File: config.mk
export PLATFORM = sky130hd
export DESIGN_NAME = knn_height_average
export DESIGN_NICKNAME = d
export VERILOG_FILES = /design/src/hdl/knh_pkg.sv /design/src/hdl/knh_cell.sv /design/src/hdl/knh_div.sv /design/src/hdl/knn_height_average.sv
export SDC_FILE = /design/constraint.sdc
export NUM_CORES = 2
export LEC_CHECK = 0
export BUFFER_PORTS_ARGS = -buffer_cell sky130_fd_sc_hd__buf_2
export CAP_MARGIN = 20
export CORE_MARGIN = 2
export CORE_UTILIZATION = 50
export DETAILED_ROUTE_END_ITERATION = 12
export PLACE_DENSITY = 0.69
export SLEW_MARGIN = 20
export SYNTH_ARGS = -nofsm -noshare
export SYNTH_HDL_FRONTEND = slang
export SYNTH_SLANG_ARGS = --single-unit
export TNS_END_PERCENT = 100
File: constraint.sdc
create_clock -name clk -period 7.9 [get_ports clk]
set_input_delay 0.79 -clock clk [delete_from_list [all_inputs] [get_ports clk]]
set_output_delay 0.79 -clock clk [all_outputs]
set_load 0.005 [all_outputs]
File: src/hdl/knh_pkg.sv
// ----------------------------------------------------------------------------
// knh_pkg: shared types and constants of the knn height average block
// Field widths, payload structs, register indexes and the per-cell
// entry and control types.
// ----------------------------------------------------------------------------
package knh_pkg;

	localparam int COORD_BITS             = 24;
	localparam int SQ_BITS                = 2 * COORD_BITS;
	localparam int DIST_BITS              = SQ_BITS + 1;
	localparam int K_BITS                 = 4;
	localparam int USED_BITS              = 4;
	localparam int CFG_INDEX_BITS         = 2;
	localparam int DEFAULT_MAX_NEIGHBOURS = 8;

	localparam logic [K_BITS-1:0] DEFAULT_K = K_BITS'(3);

	localparam logic [CFG_INDEX_BITS-1:0] REG_QUERY_X         = 2'd0;
	localparam logic [CFG_INDEX_BITS-1:0] REG_QUERY_Y         = 2'd1;
	localparam logic [CFG_INDEX_BITS-1:0] REG_NEIGHBOUR_COUNT = 2'd2;

	typedef struct packed {
		logic signed [COORD_BITS-1:0] point_x;
		logic signed [COORD_BITS-1:0] point_y;
		logic signed [COORD_BITS-1:0] point_height;
		logic                         last_point;
	} knh_point_t;

	typedef struct packed {
		logic signed [COORD_BITS-1:0] mean_height;
		logic        [USED_BITS-1:0]  used_count;
	} knh_result_t;

	typedef struct packed {
		logic                         valid;
		logic        [DIST_BITS-1:0]  distance;
		logic signed [COORD_BITS-1:0] height;
	} knh_entry_t;

	typedef struct packed {
		logic clear;
		logic insert;
		logic shift;
	} knh_cell_ctrl_t;

endpackage

File: src/hdl/knh_cell.sv
// ----------------------------------------------------------------------------
// knh_cell: one slot of the sorted neighbor chain
// Holds one kept point. On insert it keeps its point, takes the new point
// or takes its lower neighbor's point; on shift it takes its upper
// neighbor's point so the chain drains toward slot zero.
// ----------------------------------------------------------------------------
module knh_cell
	import knh_pkg::*;
(
	input  logic           clk,
	input  logic           arst_n,
	input  knh_cell_ctrl_t ctrl,
	input  knh_entry_t     new_entry,
	input  knh_entry_t     prev_entry,
	input  logic           prev_keep,
	input  knh_entry_t     next_entry,
	output knh_entry_t     entry,
	output logic           keep
);

	logic                         valid_q;
	logic        [DIST_BITS-1:0]  dist_q;
	logic signed [COORD_BITS-1:0] height_q;

	// equal distance keeps the older point in front
	assign keep  = valid_q && (dist_q <= new_entry.distance);
	assign entry = '{valid: valid_q, distance: dist_q, height: height_q};

	always_ff @(posedge clk or negedge arst_n) begin
		if (!arst_n) begin
			valid_q <= 1'b0;
		end else if (ctrl.clear) begin
			valid_q <= 1'b0;
		end else if (ctrl.shift) begin
			valid_q <= next_entry.valid;
		end else if (ctrl.insert && !keep) begin
			valid_q <= prev_keep ? 1'b1 : prev_entry.valid;
		end
	end

	always_ff @(posedge clk) begin
		if (ctrl.shift) begin
			dist_q   <= next_entry.distance;
			height_q <= next_entry.height;
		end else if (ctrl.insert && !keep) begin
			if (prev_keep) begin
				dist_q   <= new_entry.distance;
				height_q <= new_entry.height;
			end else begin
				dist_q   <= prev_entry.distance;
				height_q <= prev_entry.height;
			end
		end
	end

endmodule

File: src/hdl/knh_div.sv
// ----------------------------------------------------------------------------
// knh_div: signed sum by small count divider
// Restoring divider, one quotient bit per cycle, quotient truncated
// toward zero.
// ----------------------------------------------------------------------------
module knh_div
	import knh_pkg::*;
#(
	parameter int SUM_BITS = COORD_BITS + 4,
	parameter int CNT_W    = 4
) (
	input  logic                       clk,
	input  logic                       arst_n,
	input  logic                       start,
	input  logic signed [SUM_BITS-1:0] dividend,
	input  logic        [CNT_W-1:0]    divisor,
	output logic                       done,
	output logic signed [SUM_BITS-1:0] quotient
);

	localparam int STEP_W = $clog2(SUM_BITS + 1);

	logic                       busy_q;
	logic                       done_q;
	logic [STEP_W-1:0]          step_q;
	logic                       neg_q;
	logic [CNT_W-1:0]           den_q;
	logic [CNT_W-1:0]           rem_q;
	logic [SUM_BITS-1:0]        quo_q;
	logic signed [SUM_BITS-1:0] res_q;

	logic [CNT_W:0] trial;
	logic           ge;

	assign trial = {rem_q, quo_q[SUM_BITS-1]};
	assign ge    = trial >= {1'b0, den_q};

	always_ff @(posedge clk or negedge arst_n) begin
		if (!arst_n) begin
			busy_q <= 1'b0;
			done_q <= 1'b0;
			step_q <= '0;
		end else if (start) begin
			busy_q <= 1'b1;
			done_q <= 1'b0;
			step_q <= STEP_W'(SUM_BITS);
		end else if (busy_q) begin
			if (step_q == '0) begin
				busy_q <= 1'b0;
				done_q <= 1'b1;
			end else begin
				step_q <= step_q - STEP_W'(1);
			end
		end
	end

	always_ff @(posedge clk) begin
		if (start) begin
			neg_q <= dividend[SUM_BITS-1];
			den_q <= divisor;
			rem_q <= '0;
			quo_q <= dividend[SUM_BITS-1] ? (~dividend + SUM_BITS'(1)) : dividend;
		end else if (busy_q) begin
			if (step_q == '0) begin
				res_q <= neg_q ? (~quo_q + SUM_BITS'(1)) : quo_q;
			end else begin
				rem_q <= ge ? CNT_W'(trial - {1'b0, den_q}) : trial[CNT_W-1:0];
				quo_q <= {quo_q[SUM_BITS-2:0], ge};
			end
		end
	end

	assign done     = done_q;
	assign quotient = res_q;

endmodule

File: src/hdl/knn_height_average.sv
// ----------------------------------------------------------------------------
// knn_height_average: k nearest neighbor height average
// Streams points against a query position, keeps the nearest ones in a
// sorted chain of cells and reports the mean height after the last point.
// ----------------------------------------------------------------------------
// Points are taken one per cycle while in_stall is low. Each passes a
// three-stage distance pipeline (absolute differences, squares, sum)
// and is then inserted into a sorted chain of MAX_NEIGHBOURS cells,
// earlier points in front on equal distance. Once a request with
// last_point is taken, the input stalls while the pipeline drains,
// the chain shifts its first k cells out one per cycle into an adder, and
// a one-bit-per-cycle divider forms the mean. The chain is cleared as its
// k-th cell is read, so it is empty when the next query's points come. A
// result waits in an output register without holding up the next query's
// points; neighbour_count of 0 counts as 1, above MAX_NEIGHBOURS as
// MAX_NEIGHBOURS. MAX_NEIGHBOURS ranges from 1 to 32.
// ----------------------------------------------------------------------------
module knn_height_average
	import knh_pkg::*;
#(
	parameter int MAX_NEIGHBOURS = DEFAULT_MAX_NEIGHBOURS
) (
	input  logic                      clk,
	input  logic                      arst_n,
	input  logic                      in_valid,
	output logic                      in_stall,
	input  knh_point_t                in_data,
	output logic                      out_valid,
	input  logic                      out_stall,
	output knh_result_t               out_data,
	input  logic                      cfg_valid,
	output logic                      cfg_ready,
	input  logic [CFG_INDEX_BITS-1:0] cfg_index,
	input  logic [COORD_BITS-1:0]     cfg_data
);

	localparam int CNT_W    = $clog2(MAX_NEIGHBOURS + 1);
	localparam int SUM_BITS = COORD_BITS + CNT_W;

	localparam logic [1:0] ST_IDLE = 2'd0;
	localparam logic [1:0] ST_SUM  = 2'd1;
	localparam logic [1:0] ST_DIV  = 2'd2;

	logic signed [COORD_BITS-1:0] query_x_q;
	logic signed [COORD_BITS-1:0] query_y_q;
	logic        [K_BITS-1:0]     nbr_count_q;

	logic [1:0] state_q;

	// distance pipeline
	logic                         v_s1, v_s2, v_s3;
	logic                         last_s1, last_s2, last_s3;
	logic        [COORD_BITS-1:0] dx_s1, dy_s1;
	logic signed [COORD_BITS-1:0] h_s1, h_s2, h_s3;
	logic        [SQ_BITS-1:0]    sqx_s2, sqy_s2;
	logic        [DIST_BITS-1:0]  dist_s3;

	logic signed [COORD_BITS:0] diff_x, diff_y;
	logic        [COORD_BITS:0] mag_x, mag_y;
	logic                       in_accept;
	logic                       last_pending;

	// averaging
	logic [CNT_W-1:0]           k_q;
	logic [CNT_W-1:0]           sum_cnt_q;
	logic signed [SUM_BITS-1:0] acc_q;
	logic [CNT_W-1:0]           used_q;
	logic signed [SUM_BITS-1:0] acc_next;
	logic [CNT_W-1:0]           used_next;
	logic [CNT_W-1:0]           k_eff;
	logic                       sum_last;
	logic                       div_start;
	logic                       div_done;
	logic signed [SUM_BITS-1:0] div_quot;

	logic        out_free;
	knh_result_t out_q;
	logic        out_valid_q;

	// chain
	knh_cell_ctrl_t            cell_ctrl;
	knh_entry_t                new_entry;
	knh_entry_t                ent [MAX_NEIGHBOURS];
	logic [MAX_NEIGHBOURS-1:0] keep;
	logic [MAX_NEIGHBOURS-1:0] vld;

	assign cfg_ready = 1'b1;

	always_ff @(posedge clk or negedge arst_n) begin
		if (!arst_n) begin
			query_x_q   <= '0;
			query_y_q   <= '0;
			nbr_count_q <= DEFAULT_K;
		end else if (cfg_valid && cfg_ready) begin
			case (cfg_index)
				REG_QUERY_X:         query_x_q   <= cfg_data;
				REG_QUERY_Y:         query_y_q   <= cfg_data;
				REG_NEIGHBOUR_COUNT: nbr_count_q <= cfg_data[K_BITS-1:0];
				default: ;
			endcase
		end
	end

	assign last_pending = (v_s1 && last_s1) || (v_s2 && last_s2) || (v_s3 && last_s3);
	assign in_stall     = (state_q != ST_IDLE) || last_pending;
	assign in_accept    = in_valid && !in_stall;

	assign diff_x = {in_data.point_x[COORD_BITS-1], in_data.point_x}
	              - {query_x_q[COORD_BITS-1], query_x_q};
	assign diff_y = {in_data.point_y[COORD_BITS-1], in_data.point_y}
	              - {query_y_q[COORD_BITS-1], query_y_q};
	assign mag_x  = diff_x[COORD_BITS] ? (~diff_x + (COORD_BITS+1)'(1)) : diff_x;
	assign mag_y  = diff_y[COORD_BITS] ? (~diff_y + (COORD_BITS+1)'(1)) : diff_y;

	always_ff @(posedge clk or negedge arst_n) begin
		if (!arst_n) begin
			v_s1 <= 1'b0;
			v_s2 <= 1'b0;
			v_s3 <= 1'b0;
		end else begin
			v_s1 <= in_accept;
			v_s2 <= v_s1;
			v_s3 <= v_s2;
		end
	end

	always_ff @(posedge clk) begin
		dx_s1   <= mag_x[COORD_BITS-1:0];
		dy_s1   <= mag_y[COORD_BITS-1:0];
		h_s1    <= in_data.point_height;
		last_s1 <= in_data.last_point;
		sqx_s2  <= dx_s1 * dx_s1;
		sqy_s2  <= dy_s1 * dy_s1;
		h_s2    <= h_s1;
		last_s2 <= last_s1;
		dist_s3 <= DIST_BITS'(sqx_s2) + DIST_BITS'(sqy_s2);
		h_s3    <= h_s2;
		last_s3 <= last_s2;
	end

	assign new_entry = '{valid: 1'b1, distance: dist_s3, height: h_s3};

	assign sum_last         = (state_q == ST_SUM) && (sum_cnt_q == k_q - CNT_W'(1));
	assign div_start        = sum_last;
	assign cell_ctrl.insert = v_s3;
	assign cell_ctrl.shift  = (state_q == ST_SUM);
	assign cell_ctrl.clear  = sum_last;

	for (genvar i = 0; i < MAX_NEIGHBOURS; i++) begin : g_cell
		knh_entry_t prev_e;
		knh_entry_t next_e;
		logic       prev_k;

		if (i == 0) begin : g_first
			assign prev_e = new_entry;
			assign prev_k = 1'b1;
		end else begin : g_inner
			assign prev_e = ent[i-1];
			assign prev_k = keep[i-1];
		end

		if (i == MAX_NEIGHBOURS - 1) begin : g_end
			assign next_e = '0;
		end else begin : g_mid
			assign next_e = ent[i+1];
		end

		knh_cell u_cell (
			.clk        (clk),
			.arst_n     (arst_n),
			.ctrl       (cell_ctrl),
			.new_entry  (new_entry),
			.prev_entry (prev_e),
			.prev_keep  (prev_k),
			.next_entry (next_e),
			.entry      (ent[i]),
			.keep       (keep[i])
		);

		assign vld[i] = ent[i].valid;
	end

	always_comb begin
		if (nbr_count_q == '0) begin
			k_eff = CNT_W'(1);
		end else if (int'(nbr_count_q) > MAX_NEIGHBOURS) begin
			k_eff = CNT_W'(MAX_NEIGHBOURS);
		end else begin
			k_eff = CNT_W'(nbr_count_q);
		end
	end

	// slot zero is read while the chain shifts down
	assign acc_next  = acc_q + (ent[0].valid
	                 ? {{(SUM_BITS-COORD_BITS){ent[0].height[COORD_BITS-1]}}, ent[0].height}
	                 : SUM_BITS'(0));
	assign used_next = used_q + CNT_W'(ent[0].valid);

	assign out_free = !out_valid_q || !out_stall;

	always_ff @(posedge clk or negedge arst_n) begin
		if (!arst_n) begin
			state_q   <= ST_IDLE;
			sum_cnt_q <= '0;
		end else begin
			case (state_q)
				ST_IDLE: begin
					if (v_s3 && last_s3) begin
						state_q   <= ST_SUM;
						sum_cnt_q <= '0;
					end
				end
				ST_SUM: begin
					sum_cnt_q <= sum_cnt_q + CNT_W'(1);
					if (sum_last) begin
						state_q <= ST_DIV;
					end
				end
				ST_DIV: begin
					if (div_done && out_free) begin
						state_q <= ST_IDLE;
					end
				end
				default: state_q <= ST_IDLE;
			endcase
		end
	end

	always_ff @(posedge clk) begin
		if (state_q == ST_IDLE) begin
			k_q    <= k_eff;
			acc_q  <= '0;
			used_q <= '0;
		end else if (state_q == ST_SUM) begin
			acc_q  <= acc_next;
			used_q <= used_next;
		end
	end

	knh_div #(
		.SUM_BITS (SUM_BITS),
		.CNT_W    (CNT_W)
	) u_div (
		.clk      (clk),
		.arst_n   (arst_n),
		.start    (div_start),
		.dividend (acc_next),
		.divisor  (used_next),
		.done     (div_done),
		.quotient (div_quot)
	);

	always_ff @(posedge clk or negedge arst_n) begin
		if (!arst_n) begin
			out_valid_q <= 1'b0;
		end else if ((state_q == ST_DIV) && div_done && out_free) begin
			out_valid_q <= 1'b1;
		end else if (!out_stall) begin
			out_valid_q <= 1'b0;
		end
	end

	always_ff @(posedge clk) begin
		if ((state_q == ST_DIV) && div_done && out_free) begin
			out_q.mean_height <= div_quot[COORD_BITS-1:0];
			out_q.used_count  <= USED_BITS'(used_q);
		end
	end

	assign out_valid = out_valid_q;
	assign out_data  = out_q;

	a_last_stalls: assert property (@(posedge clk) disable iff (!arst_n)
		(in_accept && in_data.last_point) |=> in_stall)
		else $error("input not stalled after last point");

	a_sum_pipe_empty: assert property (@(posedge clk) disable iff (!arst_n)
		(state_q == ST_SUM) |-> !(v_s1 || v_s2 || v_s3))
		else $error("distance pipeline busy while averaging");

	a_chain_prefix: assert property (@(posedge clk) disable iff (!arst_n)
		(vld & (vld + MAX_NEIGHBOURS'(1))) == '0)
		else $error("kept slots not contiguous from slot zero");

	a_first_slot_used: assert property (@(posedge clk) disable iff (!arst_n)
		div_start |-> (used_next != '0))
		else $error("divider started with zero count");

	a_result_from_div: assert property (@(posedge clk) disable iff (!arst_n)
		$rose(out_valid_q) |-> $past(state_q == ST_DIV && div_done))
		else $error("result raised without a finished division");

endmodule
# Word-level counts from Yosys, hierarchy flattened
# Cells that the tools add are included.
[totals]
regBits = 1054
word_cells = 271
output_inout_bits = 31
in_bits = 104
[op_classes]
magnitude_cmp = 10
n_reduce_logical = 72
eq_ne = 10
bitwise = 6
multipliers = 2
mux = 100
n_addsub = 13
[ops]
columns = ["operator", "n"]
rows = [
  ["two-way mux 49 bit", 21],
  ["two-way mux 24 bit", 24],
  ["less-or-equal comparator 49 bit", 8],
  ["two-way mux 28 bit", 5],
  ["multiplier 24 x 24 -> 48 bit", 2],
  ["inverter 24 bit", 3],
  ["subtractor 24 x 24 -> 25 bit", 2],
  ["adder 48 x 48 -> 49 bit", 1],
  ["adder 24 x 2 -> 24 bit, second input constant", 2],
  ["two-way mux 1 bit", 39],
  ["adder 28 x 2 -> 28 bit, second input constant", 1],
  ["adder 28 bit", 1],
  ["inverter 28 bit", 1],
  ["adder 24 x 1 -> 24 bit, second input constant", 1],
  ["logical AND 1 bit", 24],
  ["nonzero test 3 bit", 8],
  ["nonzero test 2 bit", 11],
  ["two-way mux 5 bit", 3],
  ["AND reduction 2 bit", 7],
  ["two-way mux 4 bit", 3],
  ["logical NOT 1 bit", 11],
  ["!= test 2 bit, second input constant", 4],
  ["one-hot mux 4 bit (2 select lines)", 1],
  ["two-way mux 2 bit", 3],
  ["other kinds (19)", 27],
]

# Depth between registers and ports, before layout
[logic_depth]
ltp_word = 7
depth_mapped = 30
ltp_nobuf = 30

# By module
# Synthesis repeated with hierarchy kept, for this count alone.
[unflattened]
hier_cells = 9708
hier_area_um2 = 93975.1
[modules_own_cells]
columns = ["module", "instances", "cells_each", "seq_area_each_um2", "area_each_um2"]
rows = [
  ["knn_height_average", 1, 5205, 8480.6, 49323.6],
  ["knh_cell", 8, 512, 2217.1, 5062.4],
  ["knh_div", 1, 407, 2087.0, 4152.7],
]

# Worst setup path before layout
# OpenSTA, ideal clock, no wires.
[synth_timing]
path_kind = "flip-flop to flip-flop"
from = "reg dist_s3[27]"
to = "reg g_cell[6].u_cell.dist_q[0], enable pin"
path_buffers = 3
arrival_time_ns = 8.088
t_required_ns = 7.295
stages_incl_launch_ff = 14
path_slack_ns = -0.793
setup_ns = 0.605
path_cell_list = "dfxtp_1 clkbuf_1 inv_1 ha_1 nand4_1 or3_1 or2_2 nor4_1 a211oi_1 o21ai_0 o21ai_1 buf_1 buf_2 o21ai_0"
[synth_via]
elab_chain_cells = 5
[synth_lines]
columns = ["item", "line", "source"]
rows = [
  ["from (decl)", "knn_height_average.sv:56", "logic [DIST_BITS-1:0] dist_s3;"],
  ["from (signal assigned)", "knn_height_average.sv:136", "dist_s3 <= DIST_BITS'(sqx_s2) + DIST_BITS'(sqy_s2);"],
  ["less-or-equal comparator 49 bit", "knh_cell.sv:26", "assign keep = valid_q && (dist_q <= new_entry.distance);"],
  ["logical AND 1 bit", "knh_cell.sv:26", ""],
  ["logical NOT 1 bit", "knh_cell.sv:45", "end else if (ctrl.insert && !keep) begin"],
  ["logical AND 1 bit", "knh_cell.sv:45", ""],
  ["nonzero test 2 bit (no line)", "n/a", ""],
  ["to (signal assigned)", "knh_cell.sv:43", "dist_q <= next_entry.distance;"],
  ["to (signal assigned)", "knh_cell.sv:47", "dist_q <= new_entry.distance;"],
  ["to (signal assigned)", "knh_cell.sv:50", "dist_q <= prev_entry.distance;"],
  ["to (decl)", "knh_cell.sv:22", "logic [DIST_BITS-1:0] dist_q;"],
]
# No other way between the ends.
# A chain may end at the register's enable or synchronous reset.

# Worst setup path after layout
[layout_timing]
from = "reg dy_s1[15]"
to = "reg sqy_s2[44]"
[layout_via]
elab_chain_cells = 1
[layout_lines]
columns = ["item", "line", "source"]
rows = [
  ["from (decl)", "knn_height_average.sv:53", "logic [COORD_BITS-1:0] dx_s1, dy_s1;"],
  ["from (signal assigned)", "knn_height_average.sv:129", "dy_s1 <= mag_y[COORD_BITS-1:0];"],
  ["multiplier 24 x 24 -> 48 bit", "knn_height_average.sv:133", "sqy_s2 <= dy_s1 * dy_s1;"],
  ["to (signal assigned)", "knn_height_average.sv:133", ""],
  ["to (decl)", "knn_height_average.sv:55", "logic [SQ_BITS-1:0] sqx_s2, sqy_s2;"],
]
# No other way between the ends.

==> flow_summary_export.csv <==
group,metric,value,unit
synth,synth_top_family_by_area,"adder cells",
synth,synth_common_cells,"inv_1 (1,305), nand2_1 (986), ha_1 (878)",
cts,post-cts-setup-buffer-count,0,
detailed_routing,wire_per_inst,20.7,um
timing,worstMarginPinSlew,1200,ps
timing,hold_viol,0,
timing,slew_viol_final,0,
timing,max_freq,0.132,GHz
synth,syn-num-nets,11200,
global_route,grt_max_degree,273,
synth,synthAdderAreaFrac,0.309,
floorplanning,dieArea,185000,sq um
synth,synth_top_area_cell,"edfxtp_1",
timing,finalClockSkew,76.6,ps
floorplanning,initial_core_util,0.502,
cts,cts.sinks,1052,
synth,synth_most_common_cell,"inv_1",
job,max-cap-violations,0,
placement,io_buffers,133,
cts,clock_latency,790,ps
floorplanning,rows,156,
min_path,hold_class,"primary input to flop",
synth,ys.flop_type,"edfxtp_1",
cts,clkSlewWorstSetupHoldPaths,70,ps
timing,timing.hold.ws,92.9,ps
detailed_routing,drc,0,
synth,synth_top_area_share,0.199,
synth,synth_compound_area_frac,0.114,
synth,synth_area_leaders,"edfxtp_1 (20%), fa_1 (19%), ha_1 (12%), dfxtp_1 (8.3%), inv_1 (5.4%)",
global_route,grt_pass1_wl,387000,um
synth,syn_area,90700,sq um
setup_path,startpoint_type,"flop",
timing,finalCriticalPeriod,7570,ps
cts,cts_buffer_depth,3,
synth,yosys_warnings,0,
detailed_routing,routed_wirelength,243000,um
synth,synthCells,9389,
finish,synthToLayoutAreaGrowth,7.86,%
detailed_routing,drtIter0Drc,5872,
timing,fin_crit_sh,0.959,
global_route,grt-ovfl-total,0,
cts,root_buffer,"clkbuf_16",
timing,slew_headroom,0.193,
floorplanning,die_h,430,um
setup_path,critPathMaxFanout,14,
detailed_routing,drt_pre_antenna_iters,6,
timing,setup_violations,0,
setup_path,cp.arrival,8300,ps
detailed_routing,num_vias,67400,
floorplanning,die_x,430,um
setup_path,endpoint_kind,"flop",
placement,hpwl,180000,um
global_route,grt_pass1_vias,69200,
timing,setup_slack,327,ps
synth,muxShareOfSynthArea,0.0501,
synth,synth_xor_xnor_area_share,0.0289,
synth,synth_seq_cells,1052,
global_route,antenna_found_initial,15,
cts,cts_htree_levels,3,
finish,final_layout_size_suffix_gt1_frac,0.0603,
placement,place_ws,-38.2,ps
setup_path,critPathKind,"flop to flop",
cts,numCtsBuffers,113,
global_route,grt.total_usage,0.264,
synth,async_flop_share,0.0732,
detailed_routing,vias_per_cell,5.72,
floorplanning,num_io_pins,135,
cts,cts_tree,"built",
synth,synth_edf_count,600,
synth,synthDistinctLibCells,91,
detailed_routing,antenna_left,0,
setup_path,crit_required,8620,ps
finish,final_nets,11100,
synth,yosys.area_share.simple,0.122,
finish,n_fill_cell,15800,
placement,routabilityCongestion,0.937,
floorplanning,core-area,181000,sq um
synth,ys_seq_area_frac,0.303,
status,status,"complete, no violations",
timing,rsz0062_at_grt,"false",
synth,avgSynthCellArea,9.66,sq um
-- state kept, by name, summed over array words and instances, names as in the netlist, 28 cells and up --
| name | count |
|---|---|
| out_data | 28 |
| dist_s3 | 49 |
| u_div.quo_q | 28 |
| g_cell.u_cell.height_q | 192 |
| acc_q | 28 |
| sqy_s2 | 47 |
| sqx_s2 | 47 |
| g_cell.u_cell.dist_q | 392 |
-- stage by stage --
step / cell area (sq um) / TNS (ps) / utilization / instances
final: 97900 / 0 / 0.542 / 11800
after global routing: 97800 / 0 / 0.542 / 11800
after CTS: 97800 / 0 / 0.542 / 11800
after detailed placement: 93900 / -43.9 / 0.520 / 11600
after global placement: 93900 / 0 / 0.520 / 11600
after floorplan: 90700 / 0 / - / 9389
-- path summary, 6_finish.rpt --
kind	start	end	slack, ps	cells after the start
worst max-delay path	dy_s1[15]$_DFF_P_	sqy_s2[44]$_DFF_P_	330	24
max in group asynchronous	arst_n	query_x_q[0]$_DFFE_PN0P_	6230	3
min in group asynchronous	arst_n	sum_cnt_q[1]$_DFFE_PN0P_	550	2
worst min register to register	h_s1[17]$_DFF_P_	h_s2[17]$_DFF_P_	320	0
worst max register to register	dy_s1[15]$_DFF_P_	sqy_s2[44]$_DFF_P_	330	24
worst min-delay path	in_data[1]	h_s1[0]$_DFF_P_	90	1
-- layout make-up --
| class | instances | area (sq um) | area share |
|---|---|---|---|
| Antenna cell | 1 | 2.50 | 0.0000256 |
| Timing Repair Buffer | 271 | 1800 | 0.0184 |
| Clock buffer | 153 | 3180 | 0.0325 |
| Inverter | 1307 | 4910 | 0.0501 |
| Clock inverter | 63 | 689 | 0.00705 |
| Tap cell | 2370 | 2970 | 0.0303 |
| Multi-Input combinational cell | 6566 | 56800 | 0.581 |
| Sequential cell | 1052 | 27500 | 0.281 |
-- cells by family (layout without fill, tap and decap cells) --
group,Yosys count,after routing
mux,450,450
compound gates,1733,1733
buf+inv,1771,1794
flops,1052,1052
fa+ha+maj,1728,1728
xor+xnor,299,299
simple gates,2355,2355
other cells,1,2
-- layer usage --
| layer | vias to the layer above | wire [um] | global-route usage | part of all wire |
|---|---|---|---|---|
| li1 | 31400 | - | - | - |
| met1 | 33100 | 99900 | 0.346 | 0.41 |
| met2 | 2388 | 117000 | 0.446 | 0.48 |
| met3 | 511 | 17800 | 0.0425 | 0.073 |
| met4 | 20 | 8730 | 0.0856 | 0.036 |
| met5 | - | 121 | 0 | 0.00050 |
-- placed cells by master, fill, tap and decap left out, types with 202 or more instances in the layout --
master / n
inv_1: 1305
nand2_1: 979
ha_1: 878
fa_1: 850
o21ai_0: 677
edfxtp_1: 600
a21oi_1: 434
mux2i_1: 417
nor2_1: 368
dfxtp_1: 359
and2_1: 277
nor3_1: 277
a21o_1: 233
xnor2_1: 202
-- timing repair --
action                                  in CTS  in global routing
endpoints found under the setup margin       0                 15
endpoints found under the hold margin       21                  0
resized for setup                            0                 24
hold buffers                                 1                  0
-- worst max-delay path, stage by stage, from the launching register on --
cell      delay, ps
dfxtp_1         610
buf_4           330
nand2_1         150
fa_1            480
fa_1            570
inv_1            80
fa_1            490
fa_1            570
fa_1            440
fa_1            500
inv_1            90
fa_1            490
inv_1            40
ha_1            350
a21o_1          210
a21oi_1         310
o211ai_1        170
a41oi_2         310
o31ai_2         150
a221oi_2        330
o21ai_2         160
a31o_2          270
a21o_1          170
a21oi_1         170
xnor2_1         130
Power is left out: the tool's default activity adds up to more than one toggle a clock period on the data nets, which glitch-free logic cannot reach.
